[src/crps_pkg.sv]
// shared types, constants and codes for the catmull-rom path smoother
`timescale 1ns / 1ps
`default_nettype none

package crps_pkg;

    localparam int          MAX_SPS     = 31;
    localparam logic [16:0] ONE_Q16     = 17'd65536;
    localparam logic [16:0] TENSION_RST = 17'd32768;
    localparam logic [4:0]  SPS_RST     = 5'd8;

    // configuration register indexes
    localparam logic CFG_TENSION = 1'b0;
    localparam logic CFG_SPS     = 1'b1;

    // serial divider sizes
    localparam int POLY_DW = 54;
    localparam int POLY_VW = 15;
    localparam int LIN_DW  = 40;
    localparam int PRS_DW  = 24;
    localparam int N_VW    = 5;

    typedef struct packed {
        logic signed [31:0] x_in;
        logic signed [31:0] y_in;
        logic        [16:0] pressure_in;
        logic signed [15:0] tilt_x_in;
        logic signed [15:0] tilt_y_in;
        logic        [2:0]  space_in;
        logic               path_last;
    } t_in_req;

    typedef struct packed {
        logic signed [31:0] x_out;
        logic signed [31:0] y_out;
        logic        [16:0] pressure_out;
        logic signed [15:0] tilt_x_out;
        logic signed [15:0] tilt_y_out;
        logic        [2:0]  space_out;
        logic               run_last;
    } t_out_req;

    typedef enum logic [3:0] {
        ST_IDLE,
        ST_DISPATCH,
        ST_EMIT_W2,
        ST_EMIT_CUR,
        ST_SEG_SETUP,
        ST_A,
        ST_B,
        ST_C,
        ST_D,
        ST_DIV_START,
        ST_DIV_WAIT,
        ST_F,
        ST_OUT,
        ST_COMMIT
    } t_state;

    typedef enum logic [1:0] {
        SRC_SMP,
        SRC_W2,
        SRC_CUR
    } t_out_src;

    typedef struct packed {
        logic       load_in;
        logic       seg_setup;
        logic       seg_late;
        logic       p0_old;
        logic       stage_a;
        logic       stage_b;
        logic       stage_c;
        logic       stage_d;
        logic       div_start;
        logic       stage_f;
        logic       out_load;
        t_out_src   out_src;
        logic       out_last;
        logic       commit;
        logic [4:0] s;
    } t_cmd;

    typedef struct packed {
        logic div_done;
        logic out_free;
    } t_sts;

endpackage

`default_nettype wire

[src/crps_ctrl.sv]
// controller state machine: window bookkeeping, segment and sample sequencing
`timescale 1ns / 1ps
`default_nettype none

module crps_ctrl (
    input  wire logic           i_clk,
    input  wire logic           i_rst_n,
    input  wire logic           i_in_valid,
    input  wire logic           i_path_last,
    input  wire logic [4:0]     i_n_eff,
    input  wire crps_pkg::t_sts i_sts,
    output logic                o_in_ready,
    output crps_pkg::t_cmd      o_cmd
);

    crps_pkg::t_state r_state, n_state;
    logic [1:0]       r_seen, n_seen;
    logic             r_last, n_last;
    logic             r_seg, n_seg;
    logic [4:0]       r_s, n_s;
    logic [4:0]       n_m1;
    logic             s_end;

    assign n_m1  = i_n_eff - 5'd1;
    assign s_end = r_s == n_m1;

    always_ff @(posedge i_clk) begin
        if (!i_rst_n) begin
            r_state <= crps_pkg::ST_IDLE;
            r_seen  <= 2'd0;
            r_last  <= 1'b0;
            r_seg   <= 1'b0;
            r_s     <= 5'd0;
        end else begin
            r_state <= n_state;
            r_seen  <= n_seen;
            r_last  <= n_last;
            r_seg   <= n_seg;
            r_s     <= n_s;
        end
    end

    always_comb begin
        n_state = r_state;
        n_seen  = r_seen;
        n_last  = r_last;
        n_seg   = r_seg;
        n_s     = r_s;
        case (r_state)
            crps_pkg::ST_IDLE: begin
                if (i_in_valid) begin
                    n_state = crps_pkg::ST_DISPATCH;
                    n_last  = i_path_last;
                end
            end
            crps_pkg::ST_DISPATCH: begin
                if (i_n_eff < 5'd2) begin
                    n_state = crps_pkg::ST_EMIT_CUR;
                end else if (r_seen < 2'd2) begin
                    if (!r_last) begin
                        n_state = crps_pkg::ST_COMMIT;
                    end else if (r_seen == 2'd1) begin
                        n_state = crps_pkg::ST_EMIT_W2;
                    end else begin
                        n_state = crps_pkg::ST_EMIT_CUR;
                    end
                end else begin
                    n_seg   = 1'b0;
                    n_state = crps_pkg::ST_SEG_SETUP;
                end
            end
            crps_pkg::ST_EMIT_W2: begin
                if (i_sts.out_free) begin
                    n_state = crps_pkg::ST_EMIT_CUR;
                end
            end
            crps_pkg::ST_EMIT_CUR: begin
                if (i_sts.out_free) begin
                    n_state = crps_pkg::ST_COMMIT;
                end
            end
            crps_pkg::ST_SEG_SETUP: begin
                n_s     = 5'd0;
                n_state = crps_pkg::ST_A;
            end
            crps_pkg::ST_A:         n_state = crps_pkg::ST_B;
            crps_pkg::ST_B:         n_state = crps_pkg::ST_C;
            crps_pkg::ST_C:         n_state = crps_pkg::ST_D;
            crps_pkg::ST_D:         n_state = crps_pkg::ST_DIV_START;
            crps_pkg::ST_DIV_START: n_state = crps_pkg::ST_DIV_WAIT;
            crps_pkg::ST_DIV_WAIT: begin
                if (i_sts.div_done) begin
                    n_state = crps_pkg::ST_F;
                end
            end
            crps_pkg::ST_F:         n_state = crps_pkg::ST_OUT;
            crps_pkg::ST_OUT: begin
                if (i_sts.out_free) begin
                    if (!s_end) begin
                        n_s     = r_s + 5'd1;
                        n_state = crps_pkg::ST_A;
                    end else if (r_last && !r_seg) begin
                        n_seg   = 1'b1;
                        n_state = crps_pkg::ST_SEG_SETUP;
                    end else if (r_last) begin
                        n_state = crps_pkg::ST_EMIT_CUR;
                    end else begin
                        n_state = crps_pkg::ST_COMMIT;
                    end
                end
            end
            crps_pkg::ST_COMMIT: begin
                if (r_last) begin
                    n_seen = 2'd0;
                end else if (r_seen != 2'd3) begin
                    n_seen = r_seen + 2'd1;
                end
                n_state = crps_pkg::ST_IDLE;
            end
            default: n_state = crps_pkg::ST_IDLE;
        endcase
    end

    always_comb begin
        o_cmd          = '0;
        o_cmd.out_src  = crps_pkg::SRC_SMP;
        o_cmd.seg_late = r_seg;
        o_cmd.p0_old   = r_seen == 2'd3;
        o_cmd.s        = r_s;
        o_in_ready     = 1'b0;
        case (r_state)
            crps_pkg::ST_IDLE: begin
                o_in_ready    = 1'b1;
                o_cmd.load_in = i_in_valid;
            end
            crps_pkg::ST_EMIT_W2: begin
                o_cmd.out_load = i_sts.out_free;
                o_cmd.out_src  = crps_pkg::SRC_W2;
            end
            crps_pkg::ST_EMIT_CUR: begin
                o_cmd.out_load = i_sts.out_free;
                o_cmd.out_src  = crps_pkg::SRC_CUR;
                o_cmd.out_last = 1'b1;
            end
            crps_pkg::ST_SEG_SETUP: o_cmd.seg_setup = 1'b1;
            crps_pkg::ST_A:         o_cmd.stage_a   = 1'b1;
            crps_pkg::ST_B:         o_cmd.stage_b   = 1'b1;
            crps_pkg::ST_C:         o_cmd.stage_c   = 1'b1;
            crps_pkg::ST_D:         o_cmd.stage_d   = 1'b1;
            crps_pkg::ST_DIV_START: o_cmd.div_start = 1'b1;
            crps_pkg::ST_F:         o_cmd.stage_f   = 1'b1;
            crps_pkg::ST_OUT: begin
                o_cmd.out_load = i_sts.out_free;
                o_cmd.out_last = s_end && !r_last;
            end
            crps_pkg::ST_COMMIT:    o_cmd.commit    = 1'b1;
            default: begin
                o_cmd.out_src = crps_pkg::SRC_SMP;
            end
        endcase
    end

endmodule

`default_nettype wire

[config.mk]
export PLATFORM = sky130hd
export DESIGN_NAME = crps_ctrl
export DESIGN_NICKNAME = d
export VERILOG_FILES = /design/src/crps_pkg.sv /design/src/crps_ctrl.sv
export SDC_FILE = /design/constraint.sdc
export NUM_CORES = 1
export LEC_CHECK = 0
export BUFFER_PORTS_ARGS = -buffer_cell sky130_fd_sc_hd__buf_4
export CORE_ASPECT_RATIO = 0.6
export CORE_MARGIN = 2
export CORE_UTILIZATION = 46
export DETAILED_ROUTE_END_ITERATION = 12
export PLACE_DENSITY = 0.75
export SLEW_MARGIN = 20
export SYNTH_ARGS = -nofsm -noshare
export SYNTH_HDL_FRONTEND = slang
export SYNTH_SLANG_ARGS = --single-unit
[constraint.sdc]
create_clock -name i_clk -period 1.5 [get_ports i_clk]
set_clock_uncertainty 0.1 [all_clocks]
set_input_delay 0.15 -clock i_clk [delete_from_list [all_inputs] [get_ports i_clk]]
set_output_delay 0.15 -clock i_clk [all_outputs]
set_load 0.03 [all_outputs]
==> results of run 1 <==
## metrics by stage
stage	utilization (%)	cells	setup TNS (ns)	hold slack [ns]
3_3_place_gp	76.02	244	-2.783	0.3146
3_5_place_dp	76.02	244	-3.627	0.3213
2_1_floorplan	-	152	-0.8648	0.1974
4_1_cts	94.33	258	-1.834	0.06475
## cells by family after synthesis
| family | count (synthesis) |
|---|---|
| adders and majority gates | 4 |
| AOI/OAI and AO/OA | 44 |
| buffers and inverters | 18 |
| muxes | 3 |
| and+or+nand+nor | 65 |
| DFF | 13 |
| xor gates and xnor gates | 5 |
## repair_timing
| action | CTS |
|---|---|
| resized for setup | 76 |
| hold buffers | 0 |
| endpoints found under the setup margin | 24 |
| buffers inserted | 11 |
| gates cloned | 1 |
| pin swaps | 25 |
==> results.ini, run 1 <==
[status]
run_status = did not finish
haltStage = global routing (5_1_grt)
stop_error = [ERROR DPL-0038] Utilization greater than 100%, impossible to legalize

[synth]
yosys_warnings = 0
synth_top_family_by_area = simple AND/OR/NAND/NOR gates
synthMuxAreaShare_pct = 2.709
synthDistinctLibCells = 48
synthSimpleGateAreaFrac_pct = 29.80
synth_area_per_cell_um2 = 7.293
synth_xor_area_share_pct = 3.950
yosys.area.top_type = dfxtp_1
synthAdderAreaFrac_pct = 4.515
synth_top_area_share_pct = 23.48
synth_nets = 167
netlist_top_cells_count = nand2_1, nor2_1, dfxtp_1
synth_ff_type = dfxtp_1
syn-cell-area_um2 = 1109
synth_enable_flop_cells = 0
synth_area_leaders = dfxtp_1, nand2_1, nor2_1
ys_seq_area_share_pct = 23.48
synth-compound-area-share_pct = 28.56
ys_async_sr_fraction_pct = 0
synth_cells = 152
synth_seq_cells = 13
synth_most_common_cell = nand2_1

[placed_design]
pre_cts_ws_ns = -0.3962
place_congestion = 0.9581
io_buffers = 31
hpwl_um = 3070
placed_area_um2 = 1694

[timing]
grt-worst-endpoint = o_cmd[6]
endpoint_type = output port

[clock_tree]
cts.sinks = 13
cts-root-buf = clkbuf_8
htree_num_levels = 1
cts_buffers = 3
cts_buffer_depth = 2

[floorplan]
rows = 13
io_pins = 32
dieWidth_um = 67.38
die_h_um = 42.03
initial_utilization_pct = 49.75

[grt]
grt_max_degree = 16

==> run 2, diff against run 1 <==
--- a/config.mk
+++ b/config.mk
@@ -6,11 +6,10 @@
 export NUM_CORES = 1
 export LEC_CHECK = 0
 export BUFFER_PORTS_ARGS = -buffer_cell sky130_fd_sc_hd__buf_4
-export CORE_ASPECT_RATIO = 0.6
-export CORE_MARGIN = 2
-export CORE_UTILIZATION = 46
+export CORE_AREA = 2 2 63 65
 export DETAILED_ROUTE_END_ITERATION = 12
-export PLACE_DENSITY = 0.75
+export DIE_AREA = 0 0 65 67
+export PLACE_DENSITY_LB_ADDON = 0.15
 export SLEW_MARGIN = 20
 export SYNTH_ARGS = -nofsm -noshare
 export SYNTH_HDL_FRONTEND = slang
==> constraint.sdc (replaced) <==
create_clock -name i_clk -period 1.95 [get_ports i_clk]
set_clock_uncertainty 0.1 [all_clocks]
set_input_delay 0.195 -clock i_clk [delete_from_list [all_inputs] [get_ports i_clk]]
set_output_delay 0.195 -clock i_clk [all_outputs]
set_load 0.03 [all_outputs]
==> run 2 against run 1 <==
Synthesized cell count unchanged. Area after synthesis unchanged. The flow now finishes without violations.
==> results.ini, run 2 <==
[route]
first_iter_violations = 77
via_count = 1256
ant_nets = 0
vias_per_cell = 5.300
detail_route.wl_per_cell_um = 14.00
wirelength_um = 3318
dr.pass1.iters = 4
drc = 0

[grt]
grt_max_degree = 16
gr-total-overflow = 0
antenna_found_initial = 0
grt_pass1_wl_um = 5388
grt_pass1_vias = 1190
track_usage_pct = 16.08

[synth]
ys_seq_area_share_pct = 23.48  ; unchanged
synth_area_per_cell_um2 = 7.293  ; unchanged
yosys_warnings = 0  ; unchanged
ys_async_sr_fraction_pct = 0  ; unchanged
synth_enable_flop_cells = 0  ; unchanged
synth_top_area_share_pct = 23.48  ; unchanged
synth_ff_type = dfxtp_1
netlist_top_cells_count = nand2_1, nor2_1, dfxtp_1
synth_area_leaders = dfxtp_1, nand2_1, nor2_1
synthDistinctLibCells = 48  ; unchanged
syn-cell-area_um2 = 1109  ; unchanged
synth_most_common_cell = nand2_1
synth_seq_cells = 13  ; unchanged
yosys.area.top_type = dfxtp_1
synth_cells = 152  ; unchanged
synth_nets = 167  ; unchanged

[pwr]
p_sw_mw = 0.6149
ir_drop_mv = 0.5387
power_density_nw_per_um2 = 911.1
power_frac_comb_pct = 54.7
intPower_mw = 0.7610
p_sw_share_pct = 44.69
p_clk_share_pct = 18.5
total_leakage_power_nw = 0.6273
power_mw = 1.376
pwr-share-seq_pct = 26.8

[critical_path]
cp.arrival_ns = 1.56
crit_fanout = 5
required_ns = 1.65
worstReg2RegStart = r_s[3]$_SDFFE_PN0P_
crit_type = reg -> out
reg2reg_slack_ns = 0.10
worstRegToRegCells = 7
critPathLaunchType = flip-flop
r2r-end = r_state[3]$_SDFFE_PN0P_
cp-end-kind = primary output

[floorplan]
rows = 22  ; +9
dieWidth_um = 65  ; -3.5%
die_h_um = 67  ; +59%
core_um2 = 3606
die_area_um2 = 4355
io_pins = 32  ; unchanged
initial_utilization_pct = 30.74  ; -19 points

[min_path]
hold_end = r_last$_SDFFE_PN0P_
hold_depth = 3
min-delay-start = i_path_last
hp-class = in -> reg

[cells_and_area]
most-common-layout-cells = buf_4, nand2_1, nor2_1, dfxtp_1
syn_to_final_growth_pct = 36.23
drive_gt1_share_pct = 29.10
final_nets = 205
stdcell_area_um2 = 1510
mostFrequentLayoutCell = buf_4
top_register = r_s
largest_reg_flops = 5
top_regs = r_s: 5 flops, r_state: 4 flops, r_seen: 2 flops
diodes = 0

[placed_design]
place_congestion = 0.8707  ; -9.1%
placed_area_um2 = 1436  ; -15%
io_buffers = 31  ; unchanged
hpwl_um = 2448  ; -20%

[clock_tree]
cts.sinks = 13  ; unchanged
cts_tree = built
clk_latency_ns = 0.25
cts_buffers = 3  ; unchanged
clk_pin_slew_ns = 0.06
cts_buffer_depth = 2  ; unchanged
cts-root-buf = clkbuf_8
htree_num_levels = 1  ; unchanged

[timing]
hold_viol = 0
finalCriticalPeriod_ns = 1.856
timing.final.crit_share_pct = 95.15
timing.slew.headroom_pct = 73.32
drv_slew = 0
rsz0062_at_grt = false
whs_ns = 0.1065
setup_viol = 0
worstMarginPinSlew_ns = 0.3996
fmax_mhz = 538.9

[status]
run_status = finished clean

[job]
drv_cap = 0

run 2: cell counts after synthesis:
Identical to the previous run, type by type.
run 2: cells by family (layout without fill, tap and decap cells):
group,Yosys count,in the layout,synth area share (%)
muxes,3,3,2.709
and+or+nand+nor,65,65,29.80
adders and majority gates,4,4,4.515
xor gates and xnor gates,5,5,3.951
DFF,13,13,23.48
AOI/OAI and AO/OA,44,44,28.56
buffers and inverters,18,55,6.997
run 2: power by group through the flow:
stage | sequential [mW] | combinational, mW | clock [mW]
floorplan | 0.325 | 0.536 | 0
global placement | 0.372 | 0.745 | 0
detailed placement | 0.369 | 0.740 | 0
CTS | 0.365 | 0.747 | 0.260
global route | 0.376 | 0.815 | 0.272
finish | 0.369 | 0.753 | 0.254
run 2: cell type report:
type	count	area (um^2)
timing repair buffer	43	330.3
fill	386	2096
inverter	8	30.03
multi-input combinational	121	782.0
sequential	13	262.8
tap	48	60.06
clock buffer	4	45.04
run 2: per-layer routing:
metal	vias to the layer above	track usage [%]	part of all wire (%)
met5	-	0	0
met4	0	6.117	1.6
met3	4	4.054	6.8
met2	51	28.35	47
met1	575	18.62	44
li1	626	-	-
run 2: worst max-delay path, cell delays in order, from the launching register on:
cell and delay, ns:
dfxtp_1 0.43, xnor2_1 0.18, xnor2_1 0.10, a211oi_2 0.22, buf_6 0.14, a21o_1 0.11, buf_6 0.13
run 2: repair_timing:
item	CTS	global route
buffers inserted	1	0
setup endpoints to repair	1	2
endpoints found under the hold margin	0	0
resized for setup	3	4
pin swaps	0	1
hold buffers	0	0
run 2: worst max path at each step:
stage / startpoint / end / slack, ns / cells after the start
final: r_s[3]$_SDFFE_PN0P_ / o_cmd[6] / 0.09 / 6
after global routing: r_s[3]$_SDFFE_PN0P_ / o_cmd[6] / 0.01 / 6
after CTS: i_n_eff[0] / o_cmd[6] / 0.04 / 9
after detailed placement: i_n_eff[0] / o_cmd[6] / -0.02 / 9
after global placement: i_n_eff[0] / o_cmd[6] / 0.02 / 9
after floorplan: r_s[2]$_SDFFE_PN0P_ / o_cmd[6] / 0.004 / 5
run 2: per-stage QoR:
stage | util (%) | setup WS, ns | instances | setup TNS [ns]
2_1_floorplan | - | 0.003914 | 152 | 0
3_3_place_gp | 39.83 | 0.01772 | 232 | 0
3_5_place_dp | 39.83 | -0.01503 | 232 | -0.01503
4_1_cts | 41.60 | 0.04333 | 237 | 0
5_1_grt | 41.88 | 0.01002 | 237 | 0
6_report | 41.88 | 0.09449 | 237 | 0
(Power assumes the default switching activity.)
